--- src/sv/pscc_pkg.sv ---
`timescale 1ns / 1ps
`default_nettype none
// ----------------------------------------------------------------------------
// pscc_pkg
// Shared types and constants of the point set congruence check unit.
// ----------------------------------------------------------------------------
package pscc_pkg;

    localparam int DEF_MAX_POINTS = 64;
    localparam int DEF_COORD_BITS = 16;
    localparam int CFG_W          = 7;

    // command field codes
    localparam logic CMD_REF  = 1'b0;
    localparam logic CMD_CAND = 1'b1;

    typedef enum logic [4:0] {
        ST_IDLE,
        ST_RA,
        ST_RA2,
        ST_RB,
        ST_CA,
        ST_CA2,
        ST_CB,
        ST_GADDR,
        ST_GDIFF,
        ST_GMUL,
        ST_GWR,
        ST_TADDR,
        ST_TLATCH,
        ST_SRUN,
        ST_SLAST,
        ST_SCHK,
        ST_NEXT,
        ST_NCHK,
        ST_DONE
    } t_state;

    // controller to datapath commands
    typedef struct packed {
        logic ld_ref_we;
        logic ld_cand_we;
        logic pt_sel_cand;
        logic latch_a;
        logic latch_b;
        logic diff;
        logic mul;
        logic sig_we;
        logic sig_cand;
        logic tgt_latch;
        logic cnt_clr;
        logic cmp_en;
        logic cnt_we;
    } t_dp_cmd;

    // datapath to controller status
    typedef struct packed {
        logic count_eq;
    } t_dp_stat;

endpackage : pscc_pkg
`default_nettype wire

--- src/sv/pscc_ctrl.sv ---
`timescale 1ns / 1ps
`default_nettype none
// ----------------------------------------------------------------------------
// pscc_ctrl
// Controller: load counts, check sequencer, result register.
// ----------------------------------------------------------------------------
module pscc_ctrl #(
    parameter int MAX_POINTS = pscc_pkg::DEF_MAX_POINTS
) (
    input  wire                                  i_clk,
    input  wire                                  i_rst_n,
    input  wire                                  i_cfg_we,
    input  wire  [pscc_pkg::CFG_W-1:0]           i_cfg_data,
    input  wire                                  i_in_valid,
    output logic                                 o_in_stall,
    input  wire                                  i_command,
    output logic                                 o_out_valid,
    input  wire                                  i_out_stall,
    output logic                                 o_congruent,
    output pscc_pkg::t_dp_cmd                    o_cmd,
    input  wire  pscc_pkg::t_dp_stat             i_stat,
    output logic [$clog2(MAX_POINTS)-1:0]        o_ld_addr,
    output logic [$clog2(MAX_POINTS)-1:0]        o_pt_raddr,
    output logic [$clog2(MAX_POINTS)-1:0]        o_sig_raddr,
    output logic [$clog2(MAX_POINTS)-1:0]        o_sig_waddr
);
    import pscc_pkg::*;

    localparam int IDX_W = $clog2(MAX_POINTS);
    localparam int CNT_W = $clog2(MAX_POINTS + 1);
    localparam int EXT_W = (CNT_W > CFG_W) ? CNT_W : CFG_W;

    t_state           r_state, n_state;
    logic [CFG_W-1:0] r_point_count;
    logic [CNT_W-1:0] r_ref_ld, n_ref_ld, r_cand_ld, n_cand_ld;
    logic [CNT_W-1:0] r_i, n_i, r_j, n_j;
    logic [IDX_W-1:0] r_k, n_k, r_m, n_m;
    logic             r_phase_cand, n_phase_cand;
    logic             r_cmp_pend, n_cmp_pend;
    logic             r_result, n_result;
    logic             r_out_valid, n_out_valid;
    logic             r_out_congruent, n_out_congruent;

    // effective point count
    logic [EXT_W-1:0] cfg_ext;
    logic [EXT_W-1:0] eff_ext;
    logic [CNT_W-1:0] n_eff;
    logic [CNT_W-1:0] n_last;
    logic [IDX_W-1:0] last_idx;

    assign cfg_ext  = EXT_W'(r_point_count);
    assign eff_ext  = (cfg_ext == '0) ? EXT_W'(1) :
                      (cfg_ext > EXT_W'(MAX_POINTS)) ? EXT_W'(MAX_POINTS) : cfg_ext;
    assign n_eff    = eff_ext[CNT_W-1:0];
    assign n_last   = n_eff - CNT_W'(1);
    assign last_idx = n_last[IDX_W-1:0];

    // load bookkeeping
    logic acc, ref_we, cand_we, trigger;
    logic [CNT_W-1:0] ref_nxt, cand_nxt;

    assign acc      = i_in_valid && (r_state == ST_IDLE);
    assign ref_we   = acc && (i_command == CMD_REF) && (r_ref_ld < n_eff);
    assign cand_we  = acc && (i_command == CMD_CAND) && (r_cand_ld < n_eff);
    assign ref_nxt  = ref_we ? r_ref_ld + CNT_W'(1) : r_ref_ld;
    assign cand_nxt = cand_we ? r_cand_ld + CNT_W'(1) : r_cand_ld;
    assign trigger  = acc && (ref_nxt >= n_eff) && (cand_nxt >= n_eff);

    logic out_free;
    assign out_free = !r_out_valid || !i_out_stall;

    // configuration register
    always_ff @(posedge i_clk) begin
        if (!i_rst_n) begin
            r_point_count <= CFG_W'(1);
        end else if (i_cfg_we) begin
            r_point_count <= i_cfg_data;
        end
    end

    // state and control registers
    always_ff @(posedge i_clk) begin
        if (!i_rst_n) begin
            r_state         <= ST_IDLE;
            r_ref_ld        <= '0;
            r_cand_ld       <= '0;
            r_i             <= '0;
            r_j             <= '0;
            r_k             <= '0;
            r_m             <= '0;
            r_phase_cand    <= 1'b0;
            r_cmp_pend      <= 1'b0;
            r_result        <= 1'b0;
            r_out_valid     <= 1'b0;
            r_out_congruent <= 1'b0;
        end else begin
            r_state         <= n_state;
            r_ref_ld        <= n_ref_ld;
            r_cand_ld       <= n_cand_ld;
            r_i             <= n_i;
            r_j             <= n_j;
            r_k             <= n_k;
            r_m             <= n_m;
            r_phase_cand    <= n_phase_cand;
            r_cmp_pend      <= n_cmp_pend;
            r_result        <= n_result;
            r_out_valid     <= n_out_valid;
            r_out_congruent <= n_out_congruent;
        end
    end

    // next state and commands
    always_comb begin
        n_state         = r_state;
        n_ref_ld        = r_ref_ld;
        n_cand_ld       = r_cand_ld;
        n_i             = r_i;
        n_j             = r_j;
        n_k             = r_k;
        n_m             = r_m;
        n_phase_cand    = r_phase_cand;
        n_cmp_pend      = (r_state == ST_SRUN);
        n_result        = r_result;
        n_out_valid     = r_out_valid && i_out_stall;
        n_out_congruent = r_out_congruent;

        o_cmd             = '0;
        o_cmd.ld_ref_we   = ref_we;
        o_cmd.ld_cand_we  = cand_we;
        o_cmd.pt_sel_cand = r_phase_cand;
        o_cmd.sig_cand    = r_phase_cand;
        o_cmd.cmp_en      = r_cmp_pend;
        o_ld_addr         = (i_command == CMD_REF) ? r_ref_ld[IDX_W-1:0]
                                                   : r_cand_ld[IDX_W-1:0];
        o_pt_raddr        = r_k;
        o_sig_raddr       = r_k;
        o_sig_waddr       = r_k;

        case (r_state)
            ST_IDLE: begin
                n_ref_ld  = ref_nxt;
                n_cand_ld = cand_nxt;
                if (trigger) begin
                    n_ref_ld     = '0;
                    n_cand_ld    = '0;
                    n_phase_cand = 1'b0;
                    if (n_eff == CNT_W'(1)) begin
                        n_result = 1'b1;
                        n_state  = ST_DONE;
                    end else begin
                        n_state = ST_RA;
                    end
                end
            end
            // reference base: P0 and P1
            ST_RA: begin
                o_pt_raddr = '0;
                n_state    = ST_RA2;
            end
            ST_RA2: begin
                o_cmd.latch_a = 1'b1;
                o_pt_raddr    = IDX_W'(1);
                n_state       = ST_RB;
            end
            ST_RB: begin
                o_cmd.latch_b = 1'b1;
                n_k           = '0;
                n_state       = ST_GADDR;
            end
            // candidate base: Pi and Pj
            ST_CA: begin
                o_pt_raddr = r_i[IDX_W-1:0];
                n_state    = ST_CA2;
            end
            ST_CA2: begin
                o_cmd.latch_a = 1'b1;
                o_pt_raddr    = r_j[IDX_W-1:0];
                n_state       = ST_CB;
            end
            ST_CB: begin
                o_cmd.latch_b = 1'b1;
                n_k           = '0;
                n_state       = ST_GADDR;
            end
            // signature generation, one point at a time through address, difference, multiply and write states
            ST_GADDR: begin
                n_state = ST_GDIFF;
            end
            ST_GDIFF: begin
                o_cmd.diff = 1'b1;
                n_state    = ST_GMUL;
            end
            ST_GMUL: begin
                o_cmd.mul = 1'b1;
                n_state   = ST_GWR;
            end
            ST_GWR: begin
                o_cmd.sig_we = 1'b1;
                if (r_k == last_idx) begin
                    n_k     = '0;
                    n_state = ST_TADDR;
                end else begin
                    n_k     = r_k + IDX_W'(1);
                    n_state = ST_GADDR;
                end
            end
            // count occurrences of reference signature k
            ST_TADDR: begin
                n_state = ST_TLATCH;
            end
            ST_TLATCH: begin
                o_cmd.tgt_latch = 1'b1;
                o_cmd.cnt_clr   = 1'b1;
                n_m             = '0;
                n_state         = ST_SRUN;
            end
            ST_SRUN: begin
                o_sig_raddr = r_m;
                if (r_m == last_idx) begin
                    n_state = ST_SLAST;
                end else begin
                    n_m = r_m + IDX_W'(1);
                end
            end
            ST_SLAST: begin
                n_state = ST_SCHK;
            end
            ST_SCHK: begin
                if (!r_phase_cand) begin
                    o_cmd.cnt_we = 1'b1;
                    if (r_k == last_idx) begin
                        n_k          = '0;
                        n_i          = '0;
                        n_j          = '0;
                        n_phase_cand = 1'b1;
                        n_state      = ST_NEXT;
                    end else begin
                        n_k     = r_k + IDX_W'(1);
                        n_state = ST_TADDR;
                    end
                end else if (!i_stat.count_eq) begin
                    n_state = ST_NEXT;
                end else if (r_k == last_idx) begin
                    n_result = 1'b1;
                    n_state  = ST_DONE;
                end else begin
                    n_k     = r_k + IDX_W'(1);
                    n_state = ST_TADDR;
                end
            end
            // step to next ordered pair (i, j)
            ST_NEXT: begin
                if (r_j == n_last) begin
                    n_j = '0;
                    n_i = r_i + CNT_W'(1);
                end else begin
                    n_j = r_j + CNT_W'(1);
                end
                n_state = ST_NCHK;
            end
            ST_NCHK: begin
                if (r_i == n_eff) begin
                    n_result = 1'b0;
                    n_state  = ST_DONE;
                end else if (r_i == r_j) begin
                    n_state = ST_NEXT;
                end else begin
                    n_state = ST_CA;
                end
            end
            ST_DONE: begin
                if (out_free) begin
                    n_out_valid     = 1'b1;
                    n_out_congruent = r_result;
                    n_state         = ST_IDLE;
                end
            end
            default: begin
                n_state = ST_IDLE;
            end
        endcase
    end

    assign o_in_stall  = (r_state != ST_IDLE);
    assign o_out_valid = r_out_valid;
    assign o_congruent = r_out_congruent;

`ifndef SYNTHESIS
    a_ref_ld_bound: assert property (@(posedge i_clk) disable iff (!i_rst_n)
        r_ref_ld <= CNT_W'(MAX_POINTS) && r_cand_ld <= CNT_W'(MAX_POINTS))
        else $error("load count beyond store depth");

    a_trigger_busy: assert property (@(posedge i_clk) disable iff (!i_rst_n)
        trigger |=> (r_state != ST_IDLE) && (r_ref_ld == '0) && (r_cand_ld == '0))
        else $error("full sets did not start a check");

    a_done_clear: assert property (@(posedge i_clk) disable iff (!i_rst_n)
        (r_state == ST_DONE) |-> (r_ref_ld == '0) && (r_cand_ld == '0))
        else $error("load counts not cleared during check");

    a_out_load: assert property (@(posedge i_clk) disable iff (!i_rst_n)
        ((r_state == ST_DONE) && out_free) |=> r_out_valid && (r_out_congruent == $past(r_result)))
        else $error("result not presented");
`endif

endmodule : pscc_ctrl
`default_nettype wire

--- config.mk ---
export PLATFORM = sky130hd
export DESIGN_NAME = pscc_ctrl
export DESIGN_NICKNAME = d
export VERILOG_FILES = /design/src/sv/pscc_pkg.sv /design/src/sv/pscc_ctrl.sv
export SDC_FILE = /design/constraint.sdc
export NUM_CORES = 1
export LEC_CHECK = 0
export BUFFER_PORTS_ARGS = -buffer_cell sky130_fd_sc_hd__buf_2
export CAP_MARGIN = 20
export CELL_PAD_IN_SITES_DETAIL_PLACEMENT = 1
export CELL_PAD_IN_SITES_GLOBAL_PLACEMENT = 1
export CORE_MARGIN = 1
export CORE_UTILIZATION = 23
export CTS_BUF_LIST = sky130_fd_sc_hd__clkbuf_4 sky130_fd_sc_hd__clkbuf_8 sky130_fd_sc_hd__clkbuf_16
export DETAILED_ROUTE_END_ITERATION = 8
export PLACE_DENSITY_LB_ADDON = 0.3
export SLEW_MARGIN = 20
export SYNTH_ARGS = -nofsm -noshare
export SYNTH_HDL_FRONTEND = slang
export SYNTH_SLANG_ARGS = --single-unit
--- constraint.sdc ---
create_clock -name i_clk -period 6.4 [get_ports i_clk]
set_input_delay 0.96 -clock i_clk [delete_from_list [all_inputs] [get_ports i_clk]]
set_output_delay 0.96 -clock i_clk [all_outputs]
set_load 0.01 [all_outputs]
==> results of run 1 <==
final cells by class:
class	count	area [µm²]	share of cell area
clock inverter	3	17.5	0.00320
timing repair buffer	53	265	0.0485
clock buffer	12	254	0.0464
tap	270	338	0.0617
sequential	57	1140	0.209
multi-input combinational	459	3370	0.616
inverter	23	86.3	0.0158
power groups by stage:
stage | Sequential [mW] | Combinational (mW) | Clock (mW)
after floorplan | 0.377 | 0.178 | 0
after global placement | 0.397 | 0.210 | 0
after detailed placement | 0.397 | 0.217 | 0
after CTS | 0.389 | 0.219 | 0.464
after global routing | 0.392 | 0.238 | 0.479
final | 0.390 | 0.216 | 0.451
cells by family (layout without fill, tap and decap cells):
logic type                 after synthesis  after routing  synth area share
AOI/OAI and AO/OA                      117            117             0.186
xor gates and xnor gates                41             41            0.0774
adders and majority gates               34             34            0.0880
buffers and inverters                   68             91            0.0670
DFF                                     57             57             0.236
muxes                                   31             31            0.0696
and+or+nand+nor                        236            236             0.277
critical path: stages, from the launching register on:
cell       delay, ps
dfxtp_1          830
inv_1            340
nand2_1          260
ha_1             280
a21o_1           170
a21o_1           180
a2111oi_2        650
and2_1           310
mux2_2           370
ha_1             270
nand2_1           40
o21ai_0          190
a31oi_1          110
o21ai_0          280
nand2_1          110
nand2_1          440
nor2b_1          100
state kept, by name, indices dropped and copies added (netlist names):
register and flops:
r_m 6, r_cand_ld 7, o_out_valid 1, cfg_ext 7
r_i 7, r_phase_cand 1, o_sig_waddr 6, r_cmp_pend 1
r_state 5, r_result 1, r_ref_ld 7, r_j 7
o_congruent 1
synthesized netlist by cell type (8+ instances only):
master	n
a31oi_1	10
a21oi_1	27
and2_1	8
mux2i_1	13
nand4_1	17
nor2b_1	19
nor2_1	49
nor3_1	10
xnor2_1	29
nand2b_1	9
nand3_1	28
o21ai_0	12
xor2_1	10
ha_1	34
inv_1	22
dfxtp_1	57
and3_1	11
mux2_2	17
nand2_1	39
clkbuf_1	27
path summary, 6_finish.rpt:
| path | start | cells past startpoint | end |
|---|---|---|---|
| min reg2reg | o_congruent | 2 | o_congruent |
| max | cfg_ext[6] | 16 | r_cand_ld[2] |
| max reg2reg | cfg_ext[6] | 16 | r_cand_ld[2] |
| min | o_congruent | 2 | o_congruent |
cell usage in the layout (no fill, tap or decap), drive strengths merged, types with 18 or more instances in the layout:
cell	instances
a21oi	28
buf	53
dfxtp	57
ha	34
inv	22
mux2	18
nand2	39
nand3	28
nor2	51
nor2b	19
xnor2	31
through the flow:
stage	hold WS [ps]	instances	worst slack [ps]	instance area, µm²	utilization
4_1_cts	463	877	1250	5470	0.268
2_1_floorplan	432	584	2430	4840	-
3_5_place_dp	455	862	1240	5200	0.255
3_3_place_gp	452	862	1580	5200	0.255
5_1_grt	486	877	861	5470	0.268
6_report	456	877	1310	5470	0.268
routing by layer:
layer  up-vias  routed length, µm
met2        74               7490
li1       2163                  -
met5         -                  0
met4         0                158
met1      2207               7450
met3        11                500
==> results.json, run 1 <==
{
  "pin_count": 54,
  "grt_usage": 0.149,
  "vias": 4455,
  "syn_to_final_growth_pct": 13.2,
  "worst_setup_path_end_kind": "flip-flop",
  "post_drt_via_cell_ratio": 5.08,
  "grt_pass1_wl_um": 25300,
  "p_clk_frac": 0.427,
  "period_needed_ps": 5090,
  "seq_area_frac_synth": 0.236,
  "p_int_mw": 0.731,
  "critPathRequiredTime_ps": 6600,
  "overflow": 0,
  "grt-busiest-layer": "met2",
  "rsz0062_at_grt": "false",
  "chipWidth_um": 147,
  "hold_viol": 0,
  "cts.sinks": 57,
  "fin_nets": 651,
  "crit_fanout": 23,
  "rows": 52,
  "tns_ps": 0,
  "max_cap_viol_count": 0,
  "cts.path.max_buffers": 2,
  "coreArea_um2": 20400,
  "clk_pin_slew_ps": 50,
  "async_flop_share": 0,
  "fmax_ghz": 0.197,
  "synth_edf_count": 0,
  "ys.warnings.count": 0,
  "wl_um": 15600,
  "finalClockSkew_ps": 4.82,
  "grt_pass1_vias": 4550,
  "ant_nets": 0,
  "max_slew_margin": 0.363,
  "tightest_slew_ps": 947,
  "htreeDepth": 3,
  "ff2ff_setup_slack_ps": 1310,
  "port-buffer-count": 53,
  "crit_path_start_kind": "flip-flop",
  "cp_data_arrival_time_ps": 5290,
  "yosysUniqueCellTypes": 85,
  "place_congestion": 0.837,
  "clock_latency_ps": 340,
  "status": "finished, final reports clean",
  "pwr-share-comb": 0.204,
  "cts_setup_buffers": 0,
  "hold_class": "flip-flop to flip-flop",
  "synth_top_area_frac": 0.236,
  "drc": 0,
  "final_min_period_over_clock_period": 0.795,
  "cts_hold_buf": 0,
  "syn_nets": 632,
  "p_total_mw": 1.06,
  "slew_viol_final": 0,
  "cts_buffers": 9,
  "vdd_drop_max_uv": 118,
  "cts_resized": 0,
  "switching_share": 0.309,
  "dieHeight_um": 147,
  "switchingPower_mw": 0.326,
  "num_antenna_cells": 0,
  "met3_usage": 0.0280,
  "synth_cells": 584,
  "worstSetupPathType": "flip-flop to flip-flop",
  "ys_ff_latch": 57,
  "start_util": 0.237,
  "powerDensity_nw_per_um2": 193,
  "setup_viol": 0,
  "power.share.sequential": 0.369,
  "drtPass1Iterations": 4,
  "grt_max_degree": 24,
  "syn_avg_cell_area_um2": 8.28,
  "synth_top_cell_by_area": "dfxtp_1",
  "grt_use_met1": 0.193,
  "synth_area_um2": 4840,
  "leakagePower_nw": 2.27,
  "die-area_um2": 21600,
  "tritoncts": "built",
  "synth_area_leaders": "dfxtp_1 (24%), ha_1 (8.8%), xnor2_1 (5.3%)",
  "drive_gt1_frac": 0.189,
  "drt-initial-drc-count": 171,
  "grt_util_met2": 0.251,
  "dpl.hpwl_um": 11900,
  "antenna_found_initial": 0,
  "synth_ff_type": "dfxtp_1",
  "post_drt_wl_per_cell_um": 17.8,
  "nFillCells": 2473,
  "root_buffer": "clkbuf_16"
}
Power figures use the tool's default switching activity.
==> run 2, diff against run 1 <==
--- a/config.mk
+++ b/config.mk
@@ -5,6 +5,7 @@
 export SDC_FILE = /design/constraint.sdc
 export NUM_CORES = 1
 export LEC_CHECK = 0
+export ABC_AREA = 1
 export BUFFER_PORTS_ARGS = -buffer_cell sky130_fd_sc_hd__buf_2
 export CAP_MARGIN = 20
 export CELL_PAD_IN_SITES_DETAIL_PLACEMENT = 1
==> constraint.sdc (replaced) <==
create_clock -name i_clk -period 4.3 [get_ports i_clk]
set_input_delay 0.645 -clock i_clk [delete_from_list [all_inputs] [get_ports i_clk]]
set_output_delay 0.645 -clock i_clk [all_outputs]
set_load 0.01 [all_outputs]
==> results.json, run 2 <==
{
  "status": "finished, final reports clean",
  "htreeDepth": 3,
  "slowest_stage": "dfxtp_1",
  "powerDensity_nw_per_um2": 352,
  "dpl.hpwl_um": 13600,
  "vdd_drop_max_uv": 190,
  "grt_pass1_vias": 5164,
  "worst-path-buf-inv": 1,
  "post_drt_via_cell_ratio": 4.64,
  "critPathRequiredTime_ps": 4550,
  "yosysUniqueCellTypes": 43,
  "cts.sinks": 57,
  "critPathTopFamily": "simple AND/OR/NAND/NOR gates",
  "final_common_cell": "nand2_1",
  "wl_met1_um": 8440,
  "ys_ff_latch": 57,
  "port-buffer-count": 53,
  "async_flop_share": 0,
  "dieHeight_um": 147,
  "root_buffer": "clkbuf_16",
  "holdCritStartpoint": "r_result",
  "leakagePower_nw": 2.60,
  "clk_pin_slew_ps": 60,
  "post_drt_wl_per_cell_um": 15.8,
  "reg2reg_depth": 21,
  "max_slew_margin": 0.375,
  "final_min_period_over_clock_period": 0.907,
  "synth_ff_type": "dfxtp_1",
  "cts.path.max_buffers": 2,
  "fmax_ghz": 0.256,
  "place_congestion": 0.825,
  "r2r_end": "r_state[4]",
  "hold_ws_ps": 465,
  "yosys-top-cells-count": "nand2_1 (171), inv_1 (101), nor2_1 (99)",
  "antenna_found_initial": 0,
  "rows": 52,
  "tns_ps": 0,
  "path_common_cell": "nand2_1",
  "drive_gt1_frac": 0.137,
  "grt_pass1_wl_um": 28200,
  "tritoncts": "built",
  "p_total_mw": 2.02,
  "setup_viol": 0,
  "overflow": 0,
  "timing.rr.start": "cfg_ext[2]",
  "synth_top_cell_by_area": "dfxtp_1",
  "synth_most_common_cell": "nand2_1",
  "grt_usage": 0.168,
  "nFillCells": 2648,
  "pre_cts_ws_ps": 191,
  "start_util": 0.237,
  "fin_cells": 1087,
  "clock_latency_ps": 340,
  "min_path_cells": 2,
  "num_antenna_cells": 0,
  "synth_top_area_frac": 0.236,
  "max_cap_viol_count": 0,
  "fin_area_um2": 5740,
  "die-area_um2": 21600,
  "synth_area_um2": 4830,
  "synth_cells": 762,
  "cp_data_arrival_time_ps": 4150,
  "vias": 5049,
  "final_cell_mix": "nand2_1 (171), inv_1 (101), nor2_1 (99)",
  "chipWidth_um": 147,
  "place_inst": 1071,
  "slew_viol_final": 0,
  "synth_area_leaders": "dfxtp_1 (24%), nand2_1 (13%), ha_1 (8.8%)",
  "drc": 0,
  "period_needed_ps": 3900,
  "cts_buffers": 9,
  "wl_met2_um": 8070,
  "tightest_slew_ps": 930,
  "postLayoutSetupSlackWorst_ps": 401,
  "syn_avg_cell_area_um2": 6.34,
  "cts_hold_buf": 0,
  "fin_nets": 860,
  "worstSetupPathType": "flip-flop to flip-flop",
  "grt_max_degree": 24,
  "pin_count": 54,
  "syn_nets": 810,
  "max_stage_delay_ps": 360,
  "ys.warnings.count": 0,
  "worst_setup_path_end_kind": "flip-flop",
  "syn_to_final_growth_pct": 18.6,
  "finish.utilization": 0.281,
  "ff2ff_setup_slack_ps": 400,
  "worstHoldEndpoint": "o_congruent",
  "dpl-instance-area_um2": 5390,
  "seq_area_frac_synth": 0.236,
  "finalClockSkew_ps": 7.25,
  "drtPass1Iterations": 4,
  "drt-initial-drc-count": 188,
  "hold_class": "flip-flop to flip-flop",
  "path_cells": "nor2_2 > nand3_2 > nand2_4 > nand2_2 > ha_1 > a21oi_1 > nor2_1 > nor4_4 > nand4_1 > xor2_1 > inv_1 > ha_1 > nand2_1 > o21a_1 > o211ai_1 > nand4_1 > nand2_1 > nand2_1 > a21oi_2 > o21ai_0 > a21oi_1",
  "crit_path_start_kind": "flip-flop",
  "synth_edf_count": 0,
  "crit_fanout": 8,
  "hold_viol": 0,
  "wl_met3_um": 487,
  "highest_layer": "met4",
  "wl_um": 17200,
  "coreArea_um2": 20400,
  "ant_nets": 0
}
## run 2: changes by cell type after synthesis, moves of 21 or more
cell / change
a21oi_1: +21
xor2_1: +22
o21ai_0: +24
nand2_1: +132
nand3_1: +22
nor2_1: +50
inv_1: +79
xnor2_1: -21
## run 2: worst reg2reg max path: cells and delay by family, from the launching register on
family | cells | cell delay (ps)
AOI/OAI and AO/OA | 6 | 830
xor gates and xnor gates | 1 | 180
adders and majority gates | 2 | 670
buffers and inverters | 1 | 70
DFF | 1 | 360
and+or+nand+nor | 11 | 1700
## run 2: how the worst max path moves through the flow
stage / startpoint / end / slack (ps) / depth (start not counted)
4_1_cts: cfg_ext[1] / r_state[4] / 120 / 21
2_1_floorplan: cfg_ext[4] / r_state[4] / 840 / 21
3_5_place_dp: cfg_ext[2] / r_state[4] / 190 / 21
6_report: cfg_ext[2] / r_state[4] / 400 / 21
3_3_place_gp: cfg_ext[1] / r_state[4] / 280 / 21
5_1_grt: cfg_ext[1] / r_state[1] / -20 / 21
## run 2: timing repair
action / 4_1_cts / 5_1_grt
setup endpoints to repair: 0 / 19
endpoints found under the hold margin: 0 / 0
gates resized for setup: 0 / 4
setup buffers: 0 / 0
## run 2: layer usage
metal,track usage,vias to the layer above
li1,-,2584
met1,0.224,2390
met2,0.283,68
met3,0.0261,7
met4,0.0387,0
met5,0,-
## run 2: report_power, final
group	internal, mW	total (mW)	switching [mW]	leakage (nW)
logic	0.228	0.652	0.424	1.98
registers	0.558	0.595	0.0372	0.462
clock network	0.508	0.772	0.264	0.160
total	1.29	2.02	0.726	2.60
## run 2: final cells by class
cell class                      instances  area [µm²]  area share
Clock buffer                           14         282      0.0491
Clock inverter                          2        35.0     0.00611
Inverter                              105         394      0.0687
Multi-Input combinational cell        578        3220       0.562
Sequential cell                        57        1140       0.199
Tap cell                              270         338      0.0589
Timing Repair Buffer                   61         325      0.0567
## run 2: kinds of logic (layout without fill, tap and decap cells)
family / after synthesis / after routing / share of synthesized area
AOI/OAI and AO/OA: 113 / 113 / 0.136
xor gates and xnor gates: 40 / 40 / 0.0725
adders and majority gates: 34 / 34 / 0.0880
buffers and inverters: 127 / 182 / 0.104
DFF: 57 / 57 / 0.236
and+or+nand+nor: 391 / 391 / 0.364
